<file path="config.mk">
export PLATFORM = sky130hd
export DESIGN_NAME = arm_instruction_field_decoder
export DESIGN_NICKNAME = d
export VERILOG_FILES = /design/src/sv/aifd_pkg.sv /design/src/sv/aifd_in_reg.sv /design/src/sv/aifd_decode.sv /design/src/sv/aifd_out_reg.sv /design/src/sv/arm_instruction_field_decoder.sv
export VERILOG_INCLUDE_DIRS = /design/src /design/src/sv
export SDC_FILE = /design/constraint.sdc
export NUM_CORES = 1
export LEC_CHECK = 0
export ABC_AREA = 1
export ABC_CLOCK_PERIOD_IN_PS = 4200
export CORE_MARGIN = 2
export CORE_UTILIZATION = 25
export DETAILED_ROUTE_END_ITERATION = 10
export DONT_BUFFER_PORTS = 1
export PLACE_DENSITY_LB_ADDON = 0.15
export SYNTH_ARGS = -nofsm -noshare
export SYNTH_HDL_FRONTEND = slang
export SYNTH_SLANG_ARGS = --single-unit
</file>
<file path="constraint.sdc">
create_clock -name clock -period 4.2 [get_ports clock]
set_clock_uncertainty 0.1 [all_clocks]
set_input_delay 0.21 -clock clock [delete_from_list [all_inputs] [get_ports clock]]
set_output_delay 0.21 -clock clock [all_outputs]
set_load 0.1 [all_outputs]
</file>
<file path="src/sv/arm_instruction_field_decoder_macros.svh">
// Assertion macros for the ARM instruction field decoder.
// Included by the modules that carry concurrent checks; no other dependencies.
`ifndef ARM_INSTRUCTION_FIELD_DECODER_MACROS_SVH
`define ARM_INSTRUCTION_FIELD_DECODER_MACROS_SVH

`ifndef SYNTHESIS
// Same-cycle implication, sampled on the rising clock edge outside reset.
`define AIFD_ASSERT_IMPLIES(label, clk, rst, ante, cons) \
   label: assert property (@(posedge clk) disable iff (rst) (ante) |-> (cons)) \
      else $error("aifd assertion failed");
// Next-cycle implication.
`define AIFD_ASSERT_NEXT(label, clk, rst, ante, cons) \
   label: assert property (@(posedge clk) disable iff (rst) (ante) |=> (cons)) \
      else $error("aifd assertion failed");
`else
`define AIFD_ASSERT_IMPLIES(label, clk, rst, ante, cons)
`define AIFD_ASSERT_NEXT(label, clk, rst, ante, cons)
`endif

`endif

</file>
<file path="src/sv/aifd_pkg.sv">
// Shared types and constants for the ARM instruction field decoder.
// No dependencies; imported by every module of the block.
`default_nettype none

package aifd_pkg;

   typedef struct packed {
      logic [31:0] fetch_address;
      logic [31:0] instr_word;
   } req_type;

   typedef struct packed {
      logic [2:0]  instr_class;
      logic [3:0]  condition;
      logic [3:0]  alu_op;
      logic        suffix_flag;
      logic [1:0]  variant;
      logic [3:0]  reg_d;
      logic [3:0]  reg_n;
      logic [3:0]  reg_m;
      logic [3:0]  reg_s;
      logic [1:0]  operand_form;
      logic [1:0]  shift_kind;
      logic [31:0] value;
   } rsp_type;

   // Result classes
   localparam logic [2:0] CLASS_BRANCH  = 3'd0;
   localparam logic [2:0] CLASS_MUL     = 3'd1;
   localparam logic [2:0] CLASS_SWI     = 3'd2;
   localparam logic [2:0] CLASS_DP      = 3'd3;
   localparam logic [2:0] CLASS_XFER    = 3'd4;
   localparam logic [2:0] CLASS_BLOCK   = 3'd5;
   localparam logic [2:0] CLASS_UNKNOWN = 3'd6;

   // Operand forms
   localparam logic [1:0] FORM_REG       = 2'd0;
   localparam logic [1:0] FORM_SHIFT_IMM = 2'd1;
   localparam logic [1:0] FORM_SHIFT_REG = 2'd2;
   localparam logic [1:0] FORM_IMM       = 2'd3;

   // Codes of instruction bits 27..25
   localparam logic [2:0] TOP_DP_REG   = 3'd0;
   localparam logic [2:0] TOP_DP_IMM   = 3'd1;
   localparam logic [2:0] TOP_XFER_IMM = 3'd2;
   localparam logic [2:0] TOP_XFER_REG = 3'd3;
   localparam logic [2:0] TOP_BLOCK    = 3'd4;
   localparam logic [2:0] TOP_BRANCH   = 3'd5;

   localparam logic [31:0] MUL_MASK    = 32'h0fc0_00f0;
   localparam logic [31:0] MUL_MATCH   = 32'h0000_0090;
   localparam logic [31:0] SWI_MASK    = 32'h0f00_0000;
   localparam logic [31:0] SHIFT_MASK  = 32'h0000_0ff0;
   localparam logic [31:0] PC_AHEAD    = 32'd8;

endpackage

`default_nettype wire

</file>
<file path="src/sv/aifd_in_reg.sv">
// Input register stage of the ARM instruction field decoder.
// Depends on aifd_pkg for the request payload type.
`default_nettype none

module aifd_in_reg
   import aifd_pkg::*;
(
   input  wire logic    clock,
   input  wire logic    reset,
   input  wire logic    req_valid,
   output logic         req_ready,
   input  wire req_type req_payload,
   output logic         stage_valid,
   input  wire logic    stage_ready,
   output req_type      stage_payload
);

   logic    valid_ff, valid_in;
   req_type data_ff;

   // Take a new beat when empty or when the held one moves on this cycle.
   assign req_ready = !valid_ff || stage_ready;
   assign valid_in  = req_ready ? req_valid : valid_ff;

   always_ff @(posedge clock) begin
      if (reset) begin
         valid_ff <= 1'b0;
      end else begin
         valid_ff <= valid_in;
      end
   end

   always_ff @(posedge clock) begin
      if (req_ready && req_valid) begin
         data_ff <= req_payload;
      end
   end

   assign stage_valid   = valid_ff;
   assign stage_payload = data_ff;

endmodule

`default_nettype wire

</file>
<file path="src/sv/aifd_decode.sv">
// Combinational field decode of one ARM instruction word.
// Depends on aifd_pkg for payload types, class and form codes.
`default_nettype none

module aifd_decode
   import aifd_pkg::*;
(
   input  wire req_type in_item,
   output rsp_type      out_item
);

   // Register operand with optional shift, bits 11..0.
   function automatic rsp_type reg_operand(input logic [31:0] w, input rsp_type r);
      rsp_type t;
      t = r;
      t.reg_m = w[3:0];
      if ((w & SHIFT_MASK) == 32'd0) begin
         t.operand_form = FORM_REG;
      end else if (w[4]) begin
         t.operand_form = FORM_SHIFT_REG;
         t.shift_kind   = w[6:5];
         t.reg_s        = w[11:8];
      end else begin
         t.operand_form = FORM_SHIFT_IMM;
         t.shift_kind   = w[6:5];
         t.value        = {27'd0, w[11:7]};
      end
      return t;
   endfunction

   logic [31:0] w;
   logic [2:0]  top3;
   logic [31:0] branch_off;
   logic [4:0]  rot;
   logic [63:0] imm_pair;
   logic [63:0] imm_rot;

   assign w    = in_item.instr_word;
   assign top3 = w[27:25];

   // Word offset, sign-extended and scaled to bytes
   assign branch_off = {{6{w[23]}}, w[23:0], 2'b00};

   // Rotate right by twice the rotate field: shift a doubled copy
   assign rot      = {w[11:8], 1'b0};
   assign imm_pair = {24'd0, w[7:0], 24'd0, w[7:0]};
   assign imm_rot  = imm_pair >> rot;

   always_comb begin
      out_item           = '0;
      out_item.condition = w[31:28];
      if (top3 == TOP_BRANCH) begin
         out_item.instr_class = CLASS_BRANCH;
         out_item.variant     = {1'b0, w[24]};
         out_item.value       = in_item.fetch_address + PC_AHEAD + branch_off;
      end else if ((w & MUL_MASK) == MUL_MATCH) begin
         out_item.instr_class = CLASS_MUL;
         out_item.suffix_flag = w[20];
         out_item.variant     = {1'b0, w[21]};
         out_item.reg_d       = w[19:16];
         out_item.reg_n       = w[15:12];
         out_item.reg_s       = w[11:8];
         out_item.reg_m       = w[3:0];
      end else if ((w & SWI_MASK) == SWI_MASK) begin
         out_item.instr_class = CLASS_SWI;
         out_item.value       = {8'd0, w[23:0]};
      end else begin
         unique case (top3) inside
            TOP_DP_REG, TOP_DP_IMM: begin
               out_item.instr_class = CLASS_DP;
               out_item.alu_op      = w[24:21];
               // Compare ops carry the flag in the destination field
               if (w[24:23] == 2'b10) begin
                  out_item.suffix_flag = (w[15:12] == 4'hf);
               end else begin
                  out_item.suffix_flag = w[20];
               end
               out_item.reg_d = w[15:12];
               out_item.reg_n = w[19:16];
               if (top3 == TOP_DP_IMM) begin
                  out_item.operand_form = FORM_IMM;
                  out_item.value        = imm_rot[31:0];
               end else begin
                  out_item = reg_operand(w, out_item);
               end
            end
            TOP_XFER_IMM, TOP_XFER_REG: begin
               out_item.instr_class = CLASS_XFER;
               out_item.variant     = {w[22], w[20]};
               out_item.reg_d       = w[15:12];
               out_item.reg_n       = w[19:16];
               if (top3 == TOP_XFER_REG) begin
                  out_item = reg_operand(w, out_item);
               end else begin
                  out_item.operand_form = FORM_IMM;
               end
            end
            TOP_BLOCK: begin
               out_item.instr_class = CLASS_BLOCK;
            end
            default: begin
               out_item.instr_class = CLASS_UNKNOWN;
            end
         endcase
      end
   end

endmodule

`default_nettype wire

</file>
<file path="src/sv/aifd_out_reg.sv">
// Result register stage of the ARM instruction field decoder.
// Depends on aifd_pkg for the result payload type.
`default_nettype none

module aifd_out_reg
   import aifd_pkg::*;
(
   input  wire logic    clock,
   input  wire logic    reset,
   input  wire logic    stage_valid,
   output logic         stage_ready,
   input  wire rsp_type stage_payload,
   output logic         rsp_valid,
   input  wire logic    rsp_ready,
   output rsp_type      rsp_payload
);

   logic    valid_ff, valid_in;
   rsp_type data_ff;

   // Refill in the same cycle the held beat is taken.
   assign stage_ready = !valid_ff || rsp_ready;
   assign valid_in    = stage_ready ? stage_valid : valid_ff;

   always_ff @(posedge clock) begin
      if (reset) begin
         valid_ff <= 1'b0;
      end else begin
         valid_ff <= valid_in;
      end
   end

   always_ff @(posedge clock) begin
      if (stage_ready && stage_valid) begin
         data_ff <= stage_payload;
      end
   end

   assign rsp_valid   = valid_ff;
   assign rsp_payload = data_ff;

endmodule

`default_nettype wire

</file>
<file path="src/sv/arm_instruction_field_decoder.sv">
// ARM instruction field decoder: classifies one ARM word and extracts its fields.
//
// Channels: req_ carries one beat per instruction (fetch address and word);
// rsp_ returns one beat per request with class, condition, operation bits,
// register numbers, operand form and one value (branch target, swi number,
// rotated immediate or shift amount). Both use valid/ready; a beat moves
// on a rising edge with valid and ready high.
// Path: from request acceptance to rsp_valid a beat passes through the input
// register and then the result register; decode sits between.
// Throughput: one beat per cycle, set by the single decode pass between the
// two registers; req_ready stays high while rsp_ready is high.
// Stall: when rsp_ready is low the result register holds, the input
// register still takes one more beat, and req_ready then drops until the
// receiver resumes. No beat is lost or repeated.
// Reset: synchronous, active high; both stages empty, req_ready high in the
// first cycle after reset. No configuration; state is only the stage registers.
`default_nettype none

`include "arm_instruction_field_decoder_macros.svh"

module arm_instruction_field_decoder
   import aifd_pkg::*;
(
   input  wire logic    clock,
   input  wire logic    reset,
   input  wire logic    req_valid,
   output logic         req_ready,
   input  wire req_type req_payload,
   output logic         rsp_valid,
   input  wire logic    rsp_ready,
   output rsp_type      rsp_payload
);

   logic    in_valid, in_ready;
   req_type in_item;
   rsp_type dec_item;

   aifd_in_reg u_in_reg (
      .clock         (clock),
      .reset         (reset),
      .req_valid     (req_valid),
      .req_ready     (req_ready),
      .req_payload   (req_payload),
      .stage_valid   (in_valid),
      .stage_ready   (in_ready),
      .stage_payload (in_item)
   );

   aifd_decode u_decode (
      .in_item  (in_item),
      .out_item (dec_item)
   );

   aifd_out_reg u_out_reg (
      .clock         (clock),
      .reset         (reset),
      .stage_valid   (in_valid),
      .stage_ready   (in_ready),
      .stage_payload (dec_item),
      .rsp_valid     (rsp_valid),
      .rsp_ready     (rsp_ready),
      .rsp_payload   (rsp_payload)
   );

   `AIFD_ASSERT_NEXT(a_req_lands, clock, reset, req_valid && req_ready, in_valid)
   `AIFD_ASSERT_NEXT(a_stage_moves, clock, reset, in_valid && in_ready, rsp_valid)
   `AIFD_ASSERT_IMPLIES(a_ready_low_full, clock, reset, !req_ready, in_valid && rsp_valid)
   `AIFD_ASSERT_IMPLIES(a_bare_class, clock, reset, rsp_valid && (rsp_payload.instr_class == CLASS_BLOCK || rsp_payload.instr_class == CLASS_UNKNOWN), rsp_payload.value == 32'd0 && rsp_payload.reg_d == 4'd0 && rsp_payload.operand_form == FORM_REG)
   `AIFD_ASSERT_IMPLIES(a_alu_op_dp, clock, reset, rsp_valid && rsp_payload.instr_class != CLASS_DP, rsp_payload.alu_op == 4'd0)

endmodule

`default_nettype wire
</file>
Word level (Yosys, flattened, before mapping)

Cells that the tools add are included.

Input port bits: 68
Register bits after elaboration: 132
Output and inout port bits: 68
Logic and storage cells: 81

Add/sub/neg operators: 2
Equal/unequal tests: 9
Muxes and demuxes: 38
Reduce and logical (&&, ||, !) cells: 12
Shift operators: 1

Operator list:

| cell                    | count |
|---|---|
| $mux W30                | 6 |
| $mux W34                | 5 |
| $mux W32                | 4 |
| $pmux W63 S2            | 1 |
| $shr A40 B5 Y32         | 1 |
| $add A32 B32 Y32        | 1 |
| $add A32 B4 Y32 const B | 1 |
| $logic_not A32 Y1       | 1 |
| $mux W31                | 1 |
| $mux W4                 | 6 |
| $mux W8                 | 3 |
| $mux W19                | 1 |
| $eq A10 B4 Y1 const B   | 1 |
| $mux W2                 | 5 |
| $mux W9                 | 1 |
| $pmux W3 S3             | 1 |
| $eq A4 B4 Y1 const B    | 2 |
| $eq A3 B2 Y1 const B    | 2 |
| $eq A3 B3 Y1 const B    | 2 |
| $reduce_or A2 Y1        | 3 |
| $mux W5                 | 1 |
| $eq A3 B1 Y1 const B    | 1 |
| $logic_not A3 Y1        | 1 |
| $mux W1                 | 3 |
| other kinds (5)         | 8 |

Logic depth before layout (Yosys ltp)

Gate-level depths: netlist (run 1).

Depth after elaboration: 13
Mapped depth: 15

By module

Synthesis (run 1) repeated with hierarchy kept, for this count alone.

Cells, all modules: 943
Area total of the unflattened synthesis: 8,056.5 um2

By module, submodules not included:

| module       | area each (um2) | instances | seq. area each (um2) | cells an instance |
|---|---|---|---|---|
| aifd_decode  | 4,057.6         | 1         | 0.0                  | 801 |
| aifd_out_reg | 2,029.4         | 1         | 2,001.9              | 72 |
| aifd_in_reg  | 1,969.4         | 1         | 1,941.9              | 70 |

Worst setup path before layout (run 1)

No wires, ideal clock.

Path type: register -> register
Start point: register u_out_reg.valid_ff (netlist: u_out_reg.rsp_valid)
End point: register u_out_reg.data_ff, in the netlist u_out_reg.rsp_payload[0] (enable)
Setup time: 0.511 ns
Data required time: 3.589 ns
Data arrival time: 4.047 ns
Stages on the path, launching flop included: 2
Path buffers: 0
Path slack: -0.458 ns
Path through: dfxtp_1 -> a21oi_1

Word-level cells in the longest chain between the ends: 3

RTL lines:

| item                     | RTL line           | source |
|---|---|---|
| start: declaration       | aifd_out_reg.sv:18 | `logic valid_ff, valid_in;` |
| start signal: assignment | aifd_out_reg.sv:29 | `valid_ff <= valid_in;` |
| $logic_not A1 Y1         | aifd_out_reg.sv:22 | `assign stage_ready = !valid_ff \|\| rsp_ready;` |
| $logic_or A1 B1 Y1       | aifd_out_reg.sv:22 |  |
| $logic_and A1 B1 Y1      | aifd_out_reg.sv:34 | `if (stage_ready && stage_valid) begin` |
| end signal: assignment   | aifd_out_reg.sv:35 | `data_ff <= stage_payload;` |
| end: declaration         | aifd_out_reg.sv:19 | `rsp_type data_ff;` |

Every way passes these cells.
A chain may end at the register's enable or synchronous reset.

==> reports/qor.csv, run 1 <==
metric,value,unit
TritonCTS Buffers,17,
RSZ-0062 raised after global routing,false,
global routing met2 resource utilization,0.263,
"commonest non-fill, non-tap cell in the layout",nand2_1,
pwr/cell area,420,nW/µm²
critical path's top delay family,simple AND/OR/NAND/NOR gates,
top_reg_cell synth,edfxtp_1,
Crit. End Element,register,
Die W,182,µm
R2R depth,13,
Post-Synthesis Cells,934,
Nets,1136,
Reg power frac,0.448,
cell area after synthesis,7930,µm²
FMAX,331,MHz
post-synthesis sequential area ratio,0.498,
GRT Max-Usage Layer,met2,
CTS Sinks,132,
CP Data Required Time,4.29,ns
Iteration-0 DRC Markers,438,
largest fanout on the critical path,4,
CP Class,register to register,
leak pwr,4.20,nW
drt pass-1 iters,5,
IO Pins,136,
DRT Wirelength,27000,µm
r2r endpoint,u_out_reg.rsp_payload[31],
Rows,65,
Total GRT Usage,0.166,
Seq cells post-synth,132,
synth unique cells,40,
via/cell ratio,4.53,
worst hold path class,input port to register,
initial core utilization,0.252,
CTS Root Cell,clkbuf_16,
"Arr. time, crit path",3.11,ns
Reg2Reg Setup Slack,1.18,ns
Syn. warnings,0,
min Tclk post-route,3.02,ns
die height,182,µm
H-tree levels,4,
switching pwr,0.00132,W
Peak VDD IR,0.000260,V
gpl congestion,0.899,
worst reg2reg path startpoint,u_in_reg.stage_payload[1],
slowest cell on the critical path,fa_1,
maximum capacitance violations,0,
clock power share,0.391,
vias in the first global route,6522,
Synth Net Count,1060,
Hold EP,u_in_reg.stage_valid,
"commonest non-fill, non-tap cells in the layout","301 x nand2_1, 130 x edfxtp_1, 117 x inv_1",
Congestion Overflow GR,0,
Max transition margin,0.257,
Post-synth EDFFs,130,
global-route wire length before repair,40400,µm
CP Buf/Inv Count,2,
Fin. Hold Viols,0,
Least-Margin Pin Slew,1.11,ns
Post-DP HPWL,20600,µm
post-synthesis average cell area,8.49,µm²
status,"finished, final reports clean",
setup TNS,0,ns
via count,6455,
die area,33100,µm²
Max clock buf depth,2,
DRC,0,
layout cell share with drive strength beyond 1,0.0557,
Antenna Cells,0,
port bufs,0,
Comb pwr share,0.162,
Design Power,0.00407,W
"CTS clk-pin slew, worst paths",0.06,ns
TritonCTS clock tree,built,
worst hold stages,4,
most frequent CP cell,nand3_1,
ANT nets after route,0,
P_int,0.00274,W
GRT met1 Usage,0.226,
Sequential Area,3940,µm²
grt met3 use,0.0391,
WL/cell,18.9,µm
initial antenna violation count,2,
Layout area overhead,22.1,%
layout filler cell count,3337,
largest net degree at the start of global routing,67,
"FFs w/ async S/R, synth",0,
cell breakdown of the critical path,inv_1 > ha_1 > inv_1 > ha_1 > fa_1 > nand3_1 > nand3_1 > nand3_1 > nand3b_1 > nand2_1 > nand3_1 > nand3_1 > nand2_1,
worst skew pair latency,0.44,ns
switching share of power,0.326,
number of setup violations in the final report,0,
core box area,31400,µm²
max-slew violation count,0,
peak per-stage delay on the critical path,0.47,ns
area taken by multi-input logic gates,3400,µm²
CP startpoint kind,register,
Hold Startpoint,rsp_ready,
Tcrit/Tclk final,0.719,
metal layers:
layer  wire (µm)  vias to the layer above
met3        1330                       28
met4         425                        4
met5          24                        -
met1       12900                     2994
li1            -                     3256
met2       12300                      173
power by group through the flow:
stage / Combinational (W) / Clock (W) / Sequential, W
6_report: 0.000657 / 0.00159 / 0.00182
5_1_grt: 0.000751 / 0.00169 / 0.00183
4_1_cts: 0.000662 / 0.00164 / 0.00182
3_5_place_dp: 0.000605 / 0 / 0.00185
3_3_place_gp: 0.000610 / 0 / 0.00185
2_1_floorplan: 0.000432 / 0 / 0.00181
layout make-up:
cell class / instances / area share
Clock buffer: 17 / 0.0440
Clock inverter: 15 / 0.0195
Inverter: 127 / 0.0493
Multi-Input combinational cell: 658 / 0.352
Sequential cell: 132 / 0.408
Tap cell: 402 / 0.0520
Timing Repair Buffer: 74 / 0.0760
synth_stat cells (4+ instances only):
library cell,instances,area (µm²)
edfxtp_1,130,3900
nand3b_1,4,30.0
buf_2,9,45.0
inv_1,118,443
nand4_1,8,50.1
o21ai_1,30,150
nand3_1,49,245
ha_1,57,713
inv_2,9,33.8
a21oi_1,35,175
o21ai_0,39,195
nor2_1,80,300
xor2_1,4,35.0
nor2_4,4,45.0
nor3_1,13,65.1
nand2_1,301,1130
buf_6,5,56.3
worst register-to-register path: stages (launching register included):
cell	delay [ns]
edfxtp_1	0.40
inv_1	0.11
ha_1	0.29
inv_1	0.04
ha_1	0.28
fa_1	0.47
nand3_1	0.10
nand3_1	0.18
nand3_1	0.13
nand3b_1	0.25
nand2_1	0.18
nand3_1	0.09
nand3_1	0.10
nand2_1	0.05
kinds of logic (layout without fill, tap and decap cells):
| logic type | after synthesis | count (layout) | share of synthesized area |
|---|---|---|---|
| xor+xnor | 5 | 5 | 0.00552 |
| fa+ha+maj | 58 | 58 | 0.0925 |
| mux | 1 | 1 | 0.00126 |
| compound gates | 121 | 121 | 0.0813 |
| flops | 132 | 132 | 0.498 |
| simple gates | 473 | 473 | 0.247 |
| buf+inv | 144 | 233 | 0.0748 |
metrics by stage:
step / std cells / utilization / hold slack, ns / setup slack, ns / instance area, µm²
CTS: 1425 / 0.308 / 0.242 / 1.16 / 9670
finish: 1425 / 0.308 / 0.265 / 1.18 / 9670
global route: 1425 / 0.308 / 0.273 / 0.941 / 9670
global placement: 1326 / 0.267 / 0.180 / 1.18 / 8390
floorplan: 934 / - / 0.179 / 0.458 / 7930
detailed placement: 1326 / 0.267 / 0.181 / 1.18 / 8390
how the worst max path moves through the flow:
stage | startpoint | endpoint | slack (ns) | cells past startpoint
finish | u_in_reg.stage_payload[1] | u_out_reg.rsp_payload[31] | 1.18 | 13
global route | u_in_reg.stage_payload[8] | u_out_reg.rsp_payload[17] | 0.94 | 11
detailed placement | u_in_reg.stage_payload[1] | u_out_reg.rsp_payload[31] | 1.18 | 13
floorplan | u_out_reg.rsp_valid | u_in_reg.stage_payload[0] | 0.46 | 3
global placement | u_in_reg.stage_payload[1] | u_out_reg.rsp_payload[23] | 1.18 | 13
CTS | u_in_reg.stage_payload[1] | u_out_reg.rsp_payload[31] | 1.16 | 13
flip-flops by register name, summed over array words and instances (netlist names):
name	cells
u_out_reg.rsp_valid	1
u_in_reg.stage_valid	1
u_out_reg.rsp_payload	66
u_in_reg.stage_payload	64
timing repair:
item,in CTS,in global routing
resized for setup,0,0
hold buffers,67,0
setup buffers,0,0
endpoints found under the hold margin,66,0
No activity file was read; power rests on OpenSTA's default activity.
==> inputs of run 2 (changes only) <==
ABC_CLOCK_PERIOD_IN_PS = 2800   (was 4200)
clock period = 2.8 ns   (was 4.2 ns; I/O delays follow)
==> reports/qor.csv, run 2 (synthesis gave the netlist of run 1 again) <==
metric,value,unit
TritonCTS Buffers,17,
CP Launch Point,u_in_reg.stage_payload[1],
initial antenna violation count,0,
layout filler cell count,3355,
switching share of power,0.331,
Reg power frac,0.438,
CP startpoint kind,register,
"Arr. time, crit path",2.68,ns
ANT nets after route,0,
Hold Startpoint,rsp_ready,
Comb pwr share,0.180,
TritonCTS clock tree,built,
Least-Margin Pin Slew,1.03,ns
CTS Sinks,132,
worst skew pair latency,0.43,ns
DRC,0,
Total GRT Usage,0.166,
number of setup violations in the final report,0,
worst reg2reg path startpoint,u_in_reg.stage_payload[1],
Iteration-0 DRC Markers,432,
CP Class,register to register,
Largest register FFs,66,
Max clock buf depth,2,
Max transition margin,0.315,
core box area,31400,µm²
die area,33100,µm²
switching pwr,0.00203,W
port bufs,0,
area post-placement,8780,µm²
post-route cell area,10100,µm²
CTS Root Cell,clkbuf_16,
"commonest non-fill, non-tap cell in the layout",nand2_1,
largest net degree at the start of global routing,67,
maximum capacitance violations,0,
WL/cell,18.1,µm
"commonest non-fill, non-tap cells in the layout","301 x nand2_1, 130 x edfxtp_1, 117 x inv_1",
min Tclk post-route,2.61,ns
"CTS clk-pin slew, worst paths",0.07,ns
Layout area overhead,27.2,%
DRT Wirelength,26600,µm
H-tree levels,4,
P_int,0.00412,W
clock power share,0.382,
Crit. End Element,register,
Fin. Hold Viols,0,
pwr/cell area,610,nW/µm²
Die W,182,µm
die height,182,µm
Rows,65,
via/cell ratio,4.44,
worst hold path class,input port to register,
Non-Filler Instances,1473,
dpl cells,1372,
vias in the first global route,6595,
Antenna Cells,0,
leak pwr,4.46,nW
Tcrit/Tclk final,0.931,
IO Pins,136,
largest fanout on the critical path,4,
drt pass-1 iters,4,
Nets,1184,
initial core utilization,0.252,
Congestion Overflow GR,0,
CP Data Required Time,2.87,ns
layout cell share with drive strength beyond 1,0.105,
Post-DP HPWL,20700,µm
max-slew violation count,0,
Peak VDD IR,0.000420,V
FMAX,383,MHz
via count,6536,
gpl congestion,0.852,
RSZ-0062 raised after global routing,false,
global-route wire length before repair,40800,µm
setup TNS,0,ns
status,"finished, final reports clean",
==> run 2: cell types whose count changed in the layout (fill, tap and decap cells not counted), moves of 2 or more <==
cell and change:
nand3_1 -4, buf_12 +2, buf_4 +46, inv_6 +6
nand3_2 +3, nor2_1 -2, nor2_2 +2, clkinvlp_4 -2
==> run 2: worst paths after layout <==
check	depth (start not counted)	to	slack, ns
setup / recovery	13	u_out_reg.rsp_payload[23]	0.19
hold / removal	4	u_in_reg.stage_valid	0.02
setup reg to reg	13	u_out_reg.rsp_payload[23]	0.19
hold reg to reg	0	u_out_reg.rsp_payload[62]	0.32
==> run 2: worst max-delay path, cell delays in order, from the launching register on <==
cell and delay [ns]:
edfxtp_1 0.34, inv_1 0.07, ha_1 0.27, inv_1 0.04
ha_1 0.25, fa_1 0.40, nand3_1 0.09, nand3_2 0.12
nand3_1 0.10, nand3b_1 0.20, nand2_1 0.16, nand3b_1 0.08
nand3_1 0.08, nand2_1 0.06
==> run 2: cell type report <==
class | instances | area [µm²] | area share
clock buffers | 17 | 425 | 0.0422
clock inverters | 15 | 175 | 0.0174
inverters | 127 | 480 | 0.0476
multi-input cells | 658 | 3430 | 0.340
flip-flops and latches | 132 | 3950 | 0.391
well taps | 402 | 503 | 0.0499
repair buffers | 122 | 1120 | 0.111
==> run 2: routing by layer <==
| metal | vias up | wire (µm) | global-route usage |
|---|---|---|---|
| met5 | - | 0 | 0 |
| met4 | 0 | 192 | 0.0368 |
| met3 | 9 | 846 | 0.0309 |
| met2 | 122 | 12300 | 0.267 |
| met1 | 3046 | 13300 | 0.233 |
| li1 | 3359 | - | - |
==> run 2: through the flow <==
stage	total power, W	hold WS (ns)	utilization	setup slack (ns)
6_report	0.00615	0.0189	0.321	0.192
5_1_grt	0.00645	0.0629	0.321	0.00344
4_1_cts	0.00622	0.00630	0.320	0.0809
3_5_place_dp	0.00377	0.104	0.280	0.104
3_3_place_gp	0.00377	0.101	0.280	0.123
2_1_floorplan	0.00337	0.0994	-	0.218
==> run 2: timing repair <==
item                       4_1_cts  5_1_grt
hold endpoints to repair        69        0
setup endpoints to repair        0       11
buffers inserted                 0        2
hold buffers                    67        0
resized for setup                0        5
==> run 2: power groups by stage <==
| stage | logic (W) | clock network, W | registers, W |
|---|---|---|---|
| after floorplan | 0.000650 | 0 | 0.00272 |
| final | 0.00111 | 0.00235 | 0.00269 |
| after global placement | 0.00103 | 0 | 0.00274 |
| after detailed placement | 0.00103 | 0 | 0.00274 |
| after CTS | 0.00111 | 0.00241 | 0.00270 |
| after global routing | 0.00126 | 0.00248 | 0.00271 |
